File: src/sv/tfc_pkg.sv
`default_nettype none

package tfc_pkg;

  // Storage shape
  localparam int SENSOR_SLOTS = 3;
  localparam int ROWS         = 3;

  // Field widths
  localparam int FUNC_W   = 2;
  localparam int SENS_W   = 2;
  localparam int RAW_W    = 16;
  localparam int GAIN_W   = 7;
  localparam int STAT_W   = 3;
  localparam int FORCE_W  = 33;
  localparam int TDELTA_W = 25;
  localparam int CFG_IDX_W = 2;

  // State widths
  localparam int SUM_W  = 48;
  localparam int TSUM_W = 24;
  localparam int CNT_W  = 8;
  localparam int OFS_W  = 40;
  localparam int TOFS_W = 33;

  // Datapath widths
  localparam int COEF_W  = 24;
  localparam int ACC_W   = 50;
  localparam int DT_W    = 34;
  localparam int MUL_A_W = 34;
  localparam int MUL_B_W = 17;
  localparam int PROD_W  = MUL_A_W + MUL_B_W;
  localparam int DVD_W   = 52;
  localparam int DVS_W   = 9;
  localparam int REM_W   = DVS_W + 1;

  // Divider: radix-2 steps folded per cycle
  localparam int DIV_STEP_BITS = 4;
  localparam int DIV_CYCLES    = DVD_W / DIV_STEP_BITS;
  localparam int DIV_CNT_W     = $clog2(DIV_CYCLES);

  // Output scale divisor
  localparam int OUT_DIV = 310;

  // Force saturation limits on the quotient magnitude
  localparam logic [DVD_W-1:0] POS_LIM = DVD_W'(64'h0_FFFF_FFFF);
  localparam logic [DVD_W-1:0] NEG_LIM = DVD_W'(64'h1_0000_0000);
  localparam logic [FORCE_W-1:0] FORCE_MAX = 33'h0_FFFF_FFFF;
  localparam logic [FORCE_W-1:0] FORCE_MIN = 33'h1_0000_0000;

  // Gain register reset values
  localparam logic signed [GAIN_W-1:0] GAIN_RESET [SENSOR_SLOTS] = '{
    -7'sd12, -7'sd5, -7'sd9
  };

  typedef enum logic [FUNC_W-1:0] {
    FUNC_MEASURE = 2'd0,
    FUNC_CLEAR   = 2'd1,
    FUNC_ACCUM   = 2'd2,
    FUNC_FINISH  = 2'd3
  } func_e;

  typedef enum logic [STAT_W-1:0] {
    STAT_MEASURED    = 3'd0,
    STAT_CLEARED     = 3'd1,
    STAT_ACCUMULATED = 3'd2,
    STAT_DONE        = 3'd3,
    STAT_FAILED      = 3'd4
  } status_e;

  typedef enum logic [2:0] {
    ST_IDLE,
    ST_LOAD,
    ST_MUL,
    ST_PREP,
    ST_DIV,
    ST_WRITE,
    ST_RESULT
  } state_e;

  // Q8.16 calibration matrices, row-major (x, y, z rows)
  function automatic logic signed [COEF_W-1:0] cal_coef(input logic [SENS_W-1:0] sensor,
                                                      input logic [3:0] idx);
    logic signed [COEF_W-1:0] c;
    c = '0;
    case (sensor)
      2'd0: begin
        case (idx)
          4'd0: c = 24'sd649522;
          4'd1: c = 24'sd80687;
          4'd2: c = 24'sd63626;
          4'd3: c = -24'sd129332;
          4'd4: c = 24'sd961410;
          4'd5: c = -24'sd60406;
          4'd6: c = 24'sd41353;
          4'd7: c = -24'sd50542;
          4'd8: c = 24'sd3644674;
          default: c = '0;
        endcase
      end
      2'd1: begin
        case (idx)
          4'd0: c = 24'sd731216;
          4'd1: c = 24'sd79695;
          4'd2: c = 24'sd151966;
          4'd3: c = -24'sd113275;
          4'd4: c = 24'sd793438;
          4'd5: c = 24'sd6237;
          4'd6: c = 24'sd12365;
          4'd7: c = -24'sd105584;
          4'd8: c = 24'sd3360834;
          default: c = '0;
        endcase
      end
      2'd2: begin
        case (idx)
          4'd0: c = 24'sd746164;
          4'd1: c = 24'sd70505;
          4'd2: c = 24'sd22388;
          4'd3: c = -24'sd87466;
          4'd4: c = 24'sd852433;
          4'd5: c = -24'sd133495;
          4'd6: c = 24'sd59602;
          4'd7: c = -24'sd167421;
          4'd8: c = 24'sd3389857;
          default: c = '0;
        endcase
      end
      default: c = '0;
    endcase
    return c;
  endfunction

endpackage

`default_nettype wire

File: src/sv/tfc_if.sv
`default_nettype none

// Input sample channel
interface tfc_in_if;
  logic        valid;
  logic        ready;
  logic [1:0]  func;
  logic [1:0]  sensor;
  logic [15:0] raw_a;
  logic [15:0] raw_b;
  logic [15:0] raw_c;
  logic [15:0] raw_temp;

  modport source (output valid, func, sensor, raw_a, raw_b, raw_c, raw_temp, input ready);
  modport sink   (input valid, func, sensor, raw_a, raw_b, raw_c, raw_temp, output ready);
endinterface

// Result channel
interface tfc_out_if;
  logic               valid;
  logic               ready;
  logic [2:0]         status;
  logic [1:0]         sensor_out;
  logic signed [32:0] force_x;
  logic signed [32:0] force_y;
  logic signed [32:0] force_z;
  logic signed [24:0] temp_delta;

  modport source (output valid, status, sensor_out, force_x, force_y, force_z, temp_delta,
                  input ready);
  modport sink   (input valid, status, sensor_out, force_x, force_y, force_z, temp_delta,
                  output ready);
endinterface

`default_nettype wire

File: src/sv/tfc_divider.sv
`default_nettype none

// Unsigned restoring divider, DIV_STEP_BITS quotient bits per cycle.
module tfc_divider import tfc_pkg::*; (
  input  logic             clk_i,
  input  logic             rst_ni,
  input  logic             start_i,
  input  logic [DVD_W-1:0] dividend_i,
  input  logic [DVS_W-1:0] divisor_i,
  output logic             done_o,
  output logic [DVD_W-1:0] quotient_o
);

  logic [DVD_W-1:0]     dvd_q, dvd_d;
  logic [REM_W-1:0]     rem_q, rem_d;
  logic [DVS_W-1:0]     dvs_q;
  logic [DIV_CNT_W-1:0] cnt_q;
  logic                 busy_q;
  logic                 done_q;

  // Folded shift/compare/subtract steps
  always_comb begin
    logic [REM_W-1:0] r;
    logic [REM_W-1:0] t;
    logic [DVD_W-1:0] d;
    r = rem_q;
    d = dvd_q;
    for (int i = 0; i < DIV_STEP_BITS; i++) begin
      t = {r[REM_W-2:0], d[DVD_W-1]};
      d = {d[DVD_W-2:0], 1'b0};
      if (t >= {1'b0, dvs_q}) begin
        r    = t - {1'b0, dvs_q};
        d[0] = 1'b1;
      end else begin
        r = t;
      end
    end
    rem_d = r;
    dvd_d = d;
  end

  // Control
  always_ff @(posedge clk_i or negedge rst_ni) begin
    if (!rst_ni) begin
      busy_q <= 1'b0;
      done_q <= 1'b0;
      cnt_q  <= '0;
    end else begin
      done_q <= 1'b0;
      if (start_i) begin
        busy_q <= 1'b1;
        cnt_q  <= DIV_CNT_W'(DIV_CYCLES - 1);
      end else if (busy_q) begin
        cnt_q <= cnt_q - 1'b1;
        if (cnt_q == '0) begin
          busy_q <= 1'b0;
          done_q <= 1'b1;
        end
      end
    end
  end

  // Datapath
  always_ff @(posedge clk_i) begin
    if (start_i) begin
      dvd_q <= dividend_i;
      rem_q <= '0;
      dvs_q <= divisor_i;
    end else if (busy_q) begin
      dvd_q <= dvd_d;
      rem_q <= rem_d;
    end
  end

  assign done_o     = done_q;
  assign quotient_o = dvd_q;

endmodule

`default_nettype wire

File: src/sv/tactile_force_calibrator_top.sv
// Throughput: one sample at a time; each division runs in the shared divider and
//   each matrix product goes through the single 34x17 multiplier.
// Reset: asynchronous, active low; clears sums, counts, offsets and restores gains.
`default_nettype none

module tactile_force_calibrator_top import tfc_pkg::*; #(
  parameter int NUM_SENSORS = 3,
  parameter int MAX_SAMPLES = 255
) (
  input  logic                 clk_i,
  input  logic                 rst_ni,
  input  logic                 cfg_we_i,
  input  logic [CFG_IDX_W-1:0] cfg_idx_i,
  input  logic [GAIN_W-1:0]    cfg_data_i,
  tfc_in_if.sink               in_i,
  tfc_out_if.source            out_o
);

  state_e state_q, state_d;

  // Captured transaction
  func_e                    func_q;
  logic [SENS_W-1:0]        sensor_q;
  logic [RAW_W-1:0]         raw_q [ROWS];
  logic [RAW_W-1:0]         temp_q;

  // Sequencer indexes: k is the row (3 means temperature), j the product step
  logic [1:0]               k_q;
  logic [2:0]               j_q;

  // Datapath registers
  logic signed [ACC_W-1:0]  acc_q;
  logic signed [PROD_W-1:0] prod_q;
  logic signed [DT_W-1:0]   dt_q;
  logic                     neg_q;
  logic [DVS_W-1:0]         divisor_q;

  // Result registers
  status_e                  status_q;
  logic signed [FORCE_W-1:0]  force_x_q, force_y_q, force_z_q;
  logic signed [TDELTA_W-1:0] temp_delta_q;

  // Calibration state
  logic signed [GAIN_W-1:0] gain_q       [SENSOR_SLOTS];
  logic signed [SUM_W-1:0]  force_sum_q  [SENSOR_SLOTS][ROWS];
  logic [TSUM_W-1:0]        temp_sum_q   [SENSOR_SLOTS];
  logic [CNT_W-1:0]         count_q      [SENSOR_SLOTS];
  logic signed [OFS_W-1:0]  force_ofs_q  [SENSOR_SLOTS][ROWS];
  logic [TOFS_W-1:0]        temp_ofs_q   [SENSOR_SLOTS];

  // FSM outputs
  logic in_ready;
  logic out_valid;
  logic div_start;

  logic                     in_accept;
  logic                     sensor_ok;
  logic [CNT_W-1:0]         count_cur;
  logic                     count_full;
  logic                     count_zero;
  logic [2:0]               nprod;
  logic                     write_last;
  logic [3:0]               coef_idx;
  logic signed [MUL_A_W-1:0] mul_a;
  logic signed [MUL_B_W-1:0] mul_b;
  logic signed [GAIN_W:0]   gain_neg;
  logic [DVD_W-1:0]         acc_ext;
  logic [DVD_W-1:0]         half_ext;
  logic [DVD_W-1:0]         dividend;
  logic                     div_done;
  logic [DVD_W-1:0]         quot;
  logic [DVD_W-1:0]         q_signed;
  logic [FORCE_W-1:0]       force_val;

  // Decode of the current transaction
  assign in_accept  = in_i.valid && in_ready;
  assign sensor_ok  = (int'(in_i.sensor) < NUM_SENSORS) && (int'(in_i.sensor) < SENSOR_SLOTS);
  assign count_cur  = count_q[sensor_q];
  assign count_full = count_cur >= CNT_W'(MAX_SAMPLES);
  assign count_zero = count_cur == '0;
  assign nprod      = (func_q == FUNC_MEASURE && k_q == 2'd2) ? 3'd4 : 3'd3;
  assign write_last = (func_q == FUNC_ACCUM) ? (k_q == 2'd2) : (k_q == 2'd3);

  // Shared multiplier operands: matrix coefficient times raw channel,
  // or drift times negated gain on the last step of the z row
  assign coef_idx = 4'({2'b00, k_q} * 4'd3) + {2'b00, j_q[1:0]};
  assign gain_neg = -{gain_q[sensor_q][GAIN_W-1], gain_q[sensor_q]};

  always_comb begin
    if (j_q < 3'd3) begin
      mul_a = MUL_A_W'(cal_coef(sensor_q, coef_idx));
      mul_b = $signed({1'b0, raw_q[j_q[1:0]]});
    end else begin
      mul_a = dt_q;
      mul_b = MUL_B_W'(gain_neg);
    end
  end

  // Rounding: magnitude plus half divisor, sign kept aside
  assign acc_ext  = {{(DVD_W-ACC_W){acc_q[ACC_W-1]}}, acc_q};
  assign half_ext = {{(DVD_W-DVS_W+1){1'b0}}, divisor_q[DVS_W-1:1]};
  assign dividend = acc_q[ACC_W-1] ? (half_ext - acc_ext) : (acc_ext + half_ext);

  tfc_divider u_divider (
    .clk_i      (clk_i),
    .rst_ni     (rst_ni),
    .start_i    (div_start),
    .dividend_i (dividend),
    .divisor_i  (divisor_q),
    .done_o     (div_done),
    .quotient_o (quot)
  );

  // Signed quotient and force saturation
  assign q_signed = neg_q ? ('0 - quot) : quot;

  always_comb begin
    if (!neg_q && quot > POS_LIM) begin
      force_val = FORCE_MAX;
    end else if (neg_q && quot > NEG_LIM) begin
      force_val = FORCE_MIN;
    end else begin
      force_val = q_signed[FORCE_W-1:0];
    end
  end

  // Next state
  always_comb begin
    state_d = state_q;
    unique case (state_q)
      ST_IDLE: begin
        if (in_accept && sensor_ok) state_d = ST_LOAD;
      end
      ST_LOAD: begin
        unique case (func_q)
          FUNC_CLEAR:   state_d = ST_RESULT;
          FUNC_ACCUM:   state_d = count_full ? ST_RESULT : ST_MUL;
          FUNC_FINISH:  state_d = count_zero ? ST_RESULT : ST_PREP;
          FUNC_MEASURE: state_d = (k_q == 2'd3) ? ST_PREP : ST_MUL;
          default:      state_d = ST_RESULT;
        endcase
      end
      ST_MUL: begin
        if (j_q == nprod) state_d = (func_q == FUNC_ACCUM) ? ST_WRITE : ST_PREP;
      end
      ST_PREP: state_d = ST_DIV;
      ST_DIV: begin
        if (div_done) state_d = ST_WRITE;
      end
      ST_WRITE: state_d = write_last ? ST_RESULT : ST_LOAD;
      ST_RESULT: begin
        if (out_o.ready) state_d = ST_IDLE;
      end
      default: state_d = ST_IDLE;
    endcase
  end

  // FSM outputs
  always_comb begin
    in_ready  = 1'b0;
    out_valid = 1'b0;
    div_start = 1'b0;
    unique case (state_q)
      ST_IDLE:   in_ready  = 1'b1;
      ST_PREP:   div_start = 1'b1;
      ST_RESULT: out_valid = 1'b1;
      default:   ;
    endcase
  end

  // Gain registers
  always_ff @(posedge clk_i or negedge rst_ni) begin
    if (!rst_ni) begin
      for (int s = 0; s < SENSOR_SLOTS; s++) gain_q[s] <= GAIN_RESET[s];
    end else if (cfg_we_i) begin
      unique case (cfg_idx_i)
        2'd0:    gain_q[0] <= cfg_data_i;
        2'd1:    gain_q[1] <= cfg_data_i;
        2'd2:    gain_q[2] <= cfg_data_i;
        default: ;
      endcase
    end
  end

  // Sequencer and calibration state
  always_ff @(posedge clk_i or negedge rst_ni) begin
    if (!rst_ni) begin
      state_q <= ST_IDLE;
      k_q     <= '0;
      j_q     <= '0;
      for (int s = 0; s < SENSOR_SLOTS; s++) begin
        for (int r = 0; r < ROWS; r++) begin
          force_sum_q[s][r] <= '0;
          force_ofs_q[s][r] <= '0;
        end
        temp_sum_q[s] <= '0;
        count_q[s]    <= '0;
        temp_ofs_q[s] <= '0;
      end
    end else begin
      state_q <= state_d;
      unique case (state_q)
        ST_IDLE: k_q <= '0;
        ST_LOAD: begin
          j_q <= '0;
          if (func_q == FUNC_CLEAR) begin
            for (int r = 0; r < ROWS; r++) force_sum_q[sensor_q][r] <= '0;
            temp_sum_q[sensor_q] <= '0;
            count_q[sensor_q]    <= '0;
          end
        end
        ST_MUL: j_q <= j_q + 3'd1;
        ST_WRITE: begin
          k_q <= k_q + 2'd1;
          if (func_q == FUNC_ACCUM) begin
            force_sum_q[sensor_q][k_q] <= acc_q[SUM_W-1:0];
            if (k_q == 2'd2) begin
              temp_sum_q[sensor_q] <= temp_sum_q[sensor_q] + TSUM_W'(temp_q);
              count_q[sensor_q]    <= count_q[sensor_q] + 1'b1;
            end
          end else if (func_q == FUNC_FINISH) begin
            if (k_q == 2'd3) begin
              temp_ofs_q[sensor_q] <= quot[TOFS_W-1:0];
            end else begin
              force_ofs_q[sensor_q][k_q] <= q_signed[OFS_W-1:0];
            end
          end
        end
        default: ;
      endcase
    end
  end

  // Datapath and result registers
  always_ff @(posedge clk_i) begin
    unique case (state_q)
      ST_IDLE: begin
        if (in_accept) begin
          func_q       <= func_e'(in_i.func);
          sensor_q     <= in_i.sensor;
          raw_q[0]     <= in_i.raw_a;
          raw_q[1]     <= in_i.raw_b;
          raw_q[2]     <= in_i.raw_c;
          temp_q       <= in_i.raw_temp;
          force_x_q    <= '0;
          force_y_q    <= '0;
          force_z_q    <= '0;
          temp_delta_q <= '0;
          case (func_e'(in_i.func))
            FUNC_MEASURE: status_q <= STAT_MEASURED;
            FUNC_CLEAR:   status_q <= STAT_CLEARED;
            FUNC_ACCUM:   status_q <= STAT_ACCUMULATED;
            default:      status_q <= STAT_DONE;
          endcase
        end
      end
      ST_LOAD: begin
        case (func_q)
          FUNC_MEASURE: begin
            divisor_q <= DVS_W'(OUT_DIV);
            if (k_q == 2'd0) begin
              dt_q <= $signed({2'b00, temp_q, 16'h0000}) - $signed({1'b0, temp_ofs_q[sensor_q]});
            end
            if (k_q == 2'd3) begin
              acc_q <= ACC_W'(dt_q);
            end else begin
              acc_q <= '0 - ACC_W'(force_ofs_q[sensor_q][k_q]);
            end
          end
          FUNC_ACCUM: acc_q <= ACC_W'(force_sum_q[sensor_q][k_q]);
          FUNC_FINISH: begin
            divisor_q <= {1'b0, count_cur};
            if (count_zero) status_q <= STAT_FAILED;
            if (k_q == 2'd3) begin
              acc_q <= $signed({{(ACC_W-TSUM_W-16){1'b0}}, temp_sum_q[sensor_q], 16'h0000});
            end else begin
              acc_q <= ACC_W'(force_sum_q[sensor_q][k_q]);
            end
          end
          default: ;
        endcase
      end
      ST_MUL: begin
        if (j_q < nprod) prod_q <= mul_a * mul_b;
        if (j_q != 3'd0) acc_q <= acc_q + $signed(prod_q[ACC_W-1:0]);
      end
      ST_PREP: neg_q <= acc_q[ACC_W-1];
      ST_WRITE: begin
        if (func_q == FUNC_MEASURE) begin
          case (k_q)
            2'd0:    force_x_q    <= force_val;
            2'd1:    force_y_q    <= force_val;
            2'd2:    force_z_q    <= force_val;
            default: temp_delta_q <= q_signed[TDELTA_W-1:0];
          endcase
        end
      end
      default: ;
    endcase
  end

  // Port drive
  assign in_i.ready       = in_ready;
  assign out_o.valid      = out_valid;
  assign out_o.status     = status_q;
  assign out_o.sensor_out = sensor_q;
  assign out_o.force_x    = force_x_q;
  assign out_o.force_y    = force_y_q;
  assign out_o.force_z    = force_z_q;
  assign out_o.temp_delta = temp_delta_q;

endmodule

`default_nettype wire

File: src/flat_wrapper.sv
// flat-port wrapper written by rule: the top's interface ports become plain ports
module tactile_force_calibrator_top_flat import tfc_pkg::*;
#(
  parameter int NUM_SENSORS = 3,
  parameter int MAX_SAMPLES = 255
)
  (clk_i, rst_ni, cfg_we_i, cfg_idx_i, cfg_data_i, in_i_valid, in_i_func, in_i_sensor, in_i_raw_a, in_i_raw_b, in_i_raw_c, in_i_raw_temp, in_i_ready, out_o_valid, out_o_status, out_o_sensor_out, out_o_force_x, out_o_force_y, out_o_force_z, out_o_temp_delta, out_o_ready);
  tfc_in_if in_i_i ();
  tfc_out_if out_o_i ();
  input  logic clk_i;
  input  logic rst_ni;
  input  logic cfg_we_i;
  input  logic [CFG_IDX_W-1:0] cfg_idx_i;
  input  logic [GAIN_W-1:0] cfg_data_i;
  input wire logic [$bits(in_i_i.valid)-1:0] in_i_valid;
  input wire logic [$bits(in_i_i.func)-1:0] in_i_func;
  input wire logic [$bits(in_i_i.sensor)-1:0] in_i_sensor;
  input wire logic [$bits(in_i_i.raw_a)-1:0] in_i_raw_a;
  input wire logic [$bits(in_i_i.raw_b)-1:0] in_i_raw_b;
  input wire logic [$bits(in_i_i.raw_c)-1:0] in_i_raw_c;
  input wire logic [$bits(in_i_i.raw_temp)-1:0] in_i_raw_temp;
  output wire logic [$bits(in_i_i.ready)-1:0] in_i_ready;
  output wire logic [$bits(out_o_i.valid)-1:0] out_o_valid;
  output wire logic [$bits(out_o_i.status)-1:0] out_o_status;
  output wire logic [$bits(out_o_i.sensor_out)-1:0] out_o_sensor_out;
  output wire logic [$bits(out_o_i.force_x)-1:0] out_o_force_x;
  output wire logic [$bits(out_o_i.force_y)-1:0] out_o_force_y;
  output wire logic [$bits(out_o_i.force_z)-1:0] out_o_force_z;
  output wire logic [$bits(out_o_i.temp_delta)-1:0] out_o_temp_delta;
  input wire logic [$bits(out_o_i.ready)-1:0] out_o_ready;
  assign in_i_i.valid = in_i_valid;
  assign in_i_i.func = in_i_func;
  assign in_i_i.sensor = in_i_sensor;
  assign in_i_i.raw_a = in_i_raw_a;
  assign in_i_i.raw_b = in_i_raw_b;
  assign in_i_i.raw_c = in_i_raw_c;
  assign in_i_i.raw_temp = in_i_raw_temp;
  assign in_i_ready = in_i_i.ready;
  assign out_o_valid = out_o_i.valid;
  assign out_o_status = out_o_i.status;
  assign out_o_sensor_out = out_o_i.sensor_out;
  assign out_o_force_x = out_o_i.force_x;
  assign out_o_force_y = out_o_i.force_y;
  assign out_o_force_z = out_o_i.force_z;
  assign out_o_temp_delta = out_o_i.temp_delta;
  assign out_o_i.ready = out_o_ready;
  tactile_force_calibrator_top #(.NUM_SENSORS(NUM_SENSORS), .MAX_SAMPLES(MAX_SAMPLES)) u_core (.clk_i(clk_i), .rst_ni(rst_ni), .cfg_we_i(cfg_we_i), .cfg_idx_i(cfg_idx_i), .cfg_data_i(cfg_data_i), .in_i(in_i_i), .out_o(out_o_i));
endmodule
File: config.mk
export PLATFORM = sky130hd
export DESIGN_NAME = tactile_force_calibrator_top_flat
export DESIGN_NICKNAME = d
export VERILOG_FILES = /design/src/sv/tfc_pkg.sv /design/src/sv/tfc_if.sv /design/src/sv/tfc_divider.sv /design/src/sv/tactile_force_calibrator_top.sv /design/src/flat_wrapper.sv
export SDC_FILE = /design/constraint.sdc
export NUM_CORES = 2
export LEC_CHECK = 0
export BUFFER_PORTS_ARGS = -buffer_cell sky130_fd_sc_hd__buf_2
export CAP_MARGIN = 15
export CORE_AREA = 2 2 480 482
export CTS_BUF_LIST = sky130_fd_sc_hd__clkbuf_4
export DETAILED_ROUTE_END_ITERATION = 7
export DIE_AREA = 0 0 482 484
export GPL_TIMING_DRIVEN = 0
export PLACE_DENSITY = 0.59
export SETUP_SLACK_MARGIN = 0.02
export SLEW_MARGIN = 20
export SYNTH_ARGS = -nofsm -noshare
export SYNTH_HDL_FRONTEND = slang
export SYNTH_SLANG_ARGS = --single-unit
File: constraint.sdc
create_clock -name clk_i -period 14.75 [get_ports clk_i]
set_input_delay 1.475 -clock clk_i [delete_from_list [all_inputs] [get_ports clk_i]]
set_output_delay 1.475 -clock clk_i [all_outputs]
set_load 0.03 [all_outputs]
==> key figures <==
Timing
  • Max Transition Viols Final: 0
  • Period utilization: 0.983
  • Min Tclk post-route: 14.50 ns
  • Final Hold Viols: 0
  • Clock skew: 0.264 ns
  • RSZ-0062 raised after global routing: false
  • # setup viols final: 0
  • Relative slew margins: 0.100
  • Max frequency: 69.0 MHz
  • Worst-margin pin slew: 1.35 ns

Clock tree
  • Cts bufs inserted: 402
  • Total clock sinks: 1,431
  • Number of post-CTS setup repair buffers: 0
  • Worst-Skew Late Latency: 1.58 ns
  • CTS root buf: clkbuf_4
  • Clk slew on worst S/H paths: 0.08 ns
  • CTS max path bufs: 4
  • CTS tree: built
  • H-tree depth: 5

Synthesis
  • Cell count after synthesis: 8,864
  • Area of the mapped netlist: 0.0908 sq mm
  • Post-synth net total: 9,774
  • Synth Area per Inst: 10.2 sq um
  • Number of synthesized flops with an enable pin: 400
  • Synth warn: 0
  • Synth Register Bits: 1,431
  • Count of cell types in the netlist: 96
  • Post-synthesis async set-or-reset flop share: 0.714
  • Post-synth top flop: dfrtp_1
  • Sequential area share after synthesis: 0.416

Outcome
  • Status: finished, violations left
  • Failing checks: DRC

Global route
  • Antenna violations before repair: 24
  • Tot GR Track Use: 0.329
  • Largest net degree at the start of global routing: 142
  • First-pass GRT wire length: 552,000 microns
  • Number of global-route vias before repair: 76,300
  • Grt total ovfl: 0

Job
  • Max cap viols: 0

Worst setup path
  • Delay-heaviest family, CP: adder cells
  • Worst R2R Path Depth: 39
  • Crit-path max cell delay: 0.75 ns
  • CP Depth: 39
  • Setup crit end kind: flip-flop
  • Critical path origin: u_core.k_q[1]
  • R2R Setup Slk: 0.25 ns
  • Worst r2r src: u_core.k_q[1]
  • RR Endpoint: u_core.prod_q[42]
  • WS Path Type: reg2reg
  • Buf/Inv on CP: 13
  • Required time worst endpoint: 15.91 ns
  • Arrival time worst endpoint: 15.65 ns
  • Worst Setup EP: u_core.prod_q[42]
  • CP max stage cell: dfrtp_1
  • Critical Path Start Type: flip-flop
  • Most used cell, CP: fa_1
  • Peak fanout along the critical path: 19

Floorplanning
  • Io pins: 213
  • DIE HEIGHT: 484 microns
  • Die outline width: 482 microns
  • Row cnt: 176
  • Die ar.: 0.233 sq mm
  • Core Box Area: 0.229 sq mm
  • Initial core utilization: 0.397

Route
  • Initial DRC count: 9,060
  • Vias: 76,800
  • Wire per inst: 30.3 microns
  • Total wire length: 389,000 microns
  • # DRC: 68
  • Vias per cell: 5.98
  • First-pass DRT Iterations: 8
  • ANT nets after route: 0

Final layout
  • Net count, final: 10,400
  • Fillcell total: 21,900
  • Fin area: 0.102 sq mm
  • Area Growth Syn to Fin: 12.1%
  • Most common cell after layout, fill and taps aside: dfrtp_1
  • Share of cells above drive strength 1: 0.149
  • Most frequent cells in the layout: dfrtp_1 (1,006), nand2_1 (984), nor2_1 (720), inv_1 (668), o21ai_0 (632)

Placement
  • DP HPWL: 300,000 microns
  • Post-Place Cell Area: 0.0966 sq mm
  • Gpl congestion: 1.08
  • Port bufs: 212

Hold path
  • Hold Path Class: in2reg
[layout make-up]
| type | count | area [sq um] | area share |
|---|---|---|---|
| Sequential cell | 1431 | 37800 | 0.371 |
| Timing Repair Buffer | 253 | 1670 | 0.0164 |
| Clock buffer | 584 | 4380 | 0.0430 |
| Inverter | 674 | 2530 | 0.0249 |
| Tap cell | 3026 | 3790 | 0.0372 |
| Buffer | 630 | 2550 | 0.0251 |
| Antenna cell | 15 | 37.5 | 0.000368 |
| Clock inverter | 120 | 702 | 0.00689 |
| Multi-Input combinational cell | 6122 | 48400 | 0.475 |
[cells in the mapped netlist, types with 62 or more instances]
master	count	area (sq um)
xnor2_1	198	1730
ha_1	274	3430
nand3_1	62	310
inv_1	669	2510
nor2_1	722	2710
a221oi_1	208	1820
o21ai_0	636	3180
buf_1	69	259
nor3_1	70	350
o32ai_1	87	762
edfxtp_1	400	12000
nand2b_1	65	407
a21o_1	114	856
clkbuf_1	489	1840
mux2i_1	178	1780
mux2_2	346	3900
a21oi_1	389	1950
nand2_1	984	3690
a22o_1	466	4080
dfrtp_1	1006	25200
buf_2	68	340
xor2_1	161	1410
fa_1	554	11100
[layer usage]
metal | vias up | share of wire | global-route usage
met5 | - | 0.00015 | 0
met4 | 10 | 0.068 | 0.195
met3 | 937 | 0.099 | 0.0867
met2 | 4284 | 0.43 | 0.485
met1 | 39100 | 0.40 | 0.433
li1 | 32500 | - | -
[per-stage QoR]
| stage | instances | hold WS (ns) | worst slack [ns] | setup TNS (ns) | util |
|---|---|---|---|---|---|
| 5_1_grt | 12800 | 0.119 | 0.0746 | 0 | 0.446 |
| 2_1_floorplan | 8864 | 0.400 | 3.50 | 0 | - |
| 6_report | 12900 | 0.204 | 0.252 | 0 | 0.446 |
| 4_1_cts | 12800 | 0.0689 | 0.0250 | 0 | 0.445 |
| 3_3_place_gp | 12100 | 0.443 | -10.51 | - | 0.419 |
| 3_5_place_dp | 12100 | 0.434 | -2.14 | -31.21 | 0.422 |
[kinds of logic after synthesis]
group | after synthesis | share of synthesized area
adders and majority gates | 828 | 0.160
AOI/OAI and AO/OA | 2242 | 0.169
muxes | 524 | 0.0625
xor gates and xnor gates | 359 | 0.0346
DFF | 1431 | 0.416
buffers and inverters | 1311 | 0.0557
and+or+nand+nor | 2169 | 0.102
[timing repair]
| item | 4_1_cts | 5_1_grt |
|---|---|---|
| endpoints found under the setup margin | 30 | 9 |
| resized for setup | 12 | 7 |
| hold endpoints to repair | 58 | 0 |
| hold buffers | 1 | 0 |
| cloned | 0 | 0 |
[worst min path at each step]
stage	start	to	slack, ns	cells past startpoint
global route	in_i_sensor[0]	u_core.out_o.sensor_out[0]	0.12	1
CTS	in_i_sensor[0]	u_core.out_o.sensor_out[0]	0.07	1
finish	in_i_raw_temp[6]	u_core.temp_q[6]	0.20	1
floorplan	u_core.divisor_q[0]	u_core.u_divider.dvs_q[0]	0.40	0
global placement	u_core.divisor_q[0]	u_core.u_divider.dvs_q[0]	0.44	0
detailed placement	u_core.divisor_q[0]	u_core.u_divider.dvs_q[0]	0.43	0
[state kept, by name, indices dropped and copies added (netlist names), 33 cells and up]
name and count:
u_core.acc_q 50, u_core.force_ofs_q 360, u_core.raw_q 48, u_core.temp_ofs_q 99, u_core.u_divider.quotient_o 52, u_core.prod_q 50
u_core.force_sum_q 432, u_core.out_o.force_z 33, u_core.temp_sum_q 72, u_core.out_o.force_y 33, u_core.out_o.force_x 33, u_core.dt_q 34
Power is not shown: default switching activity piles up to over one toggle a cycle in this logic, so the estimate is an artifact.
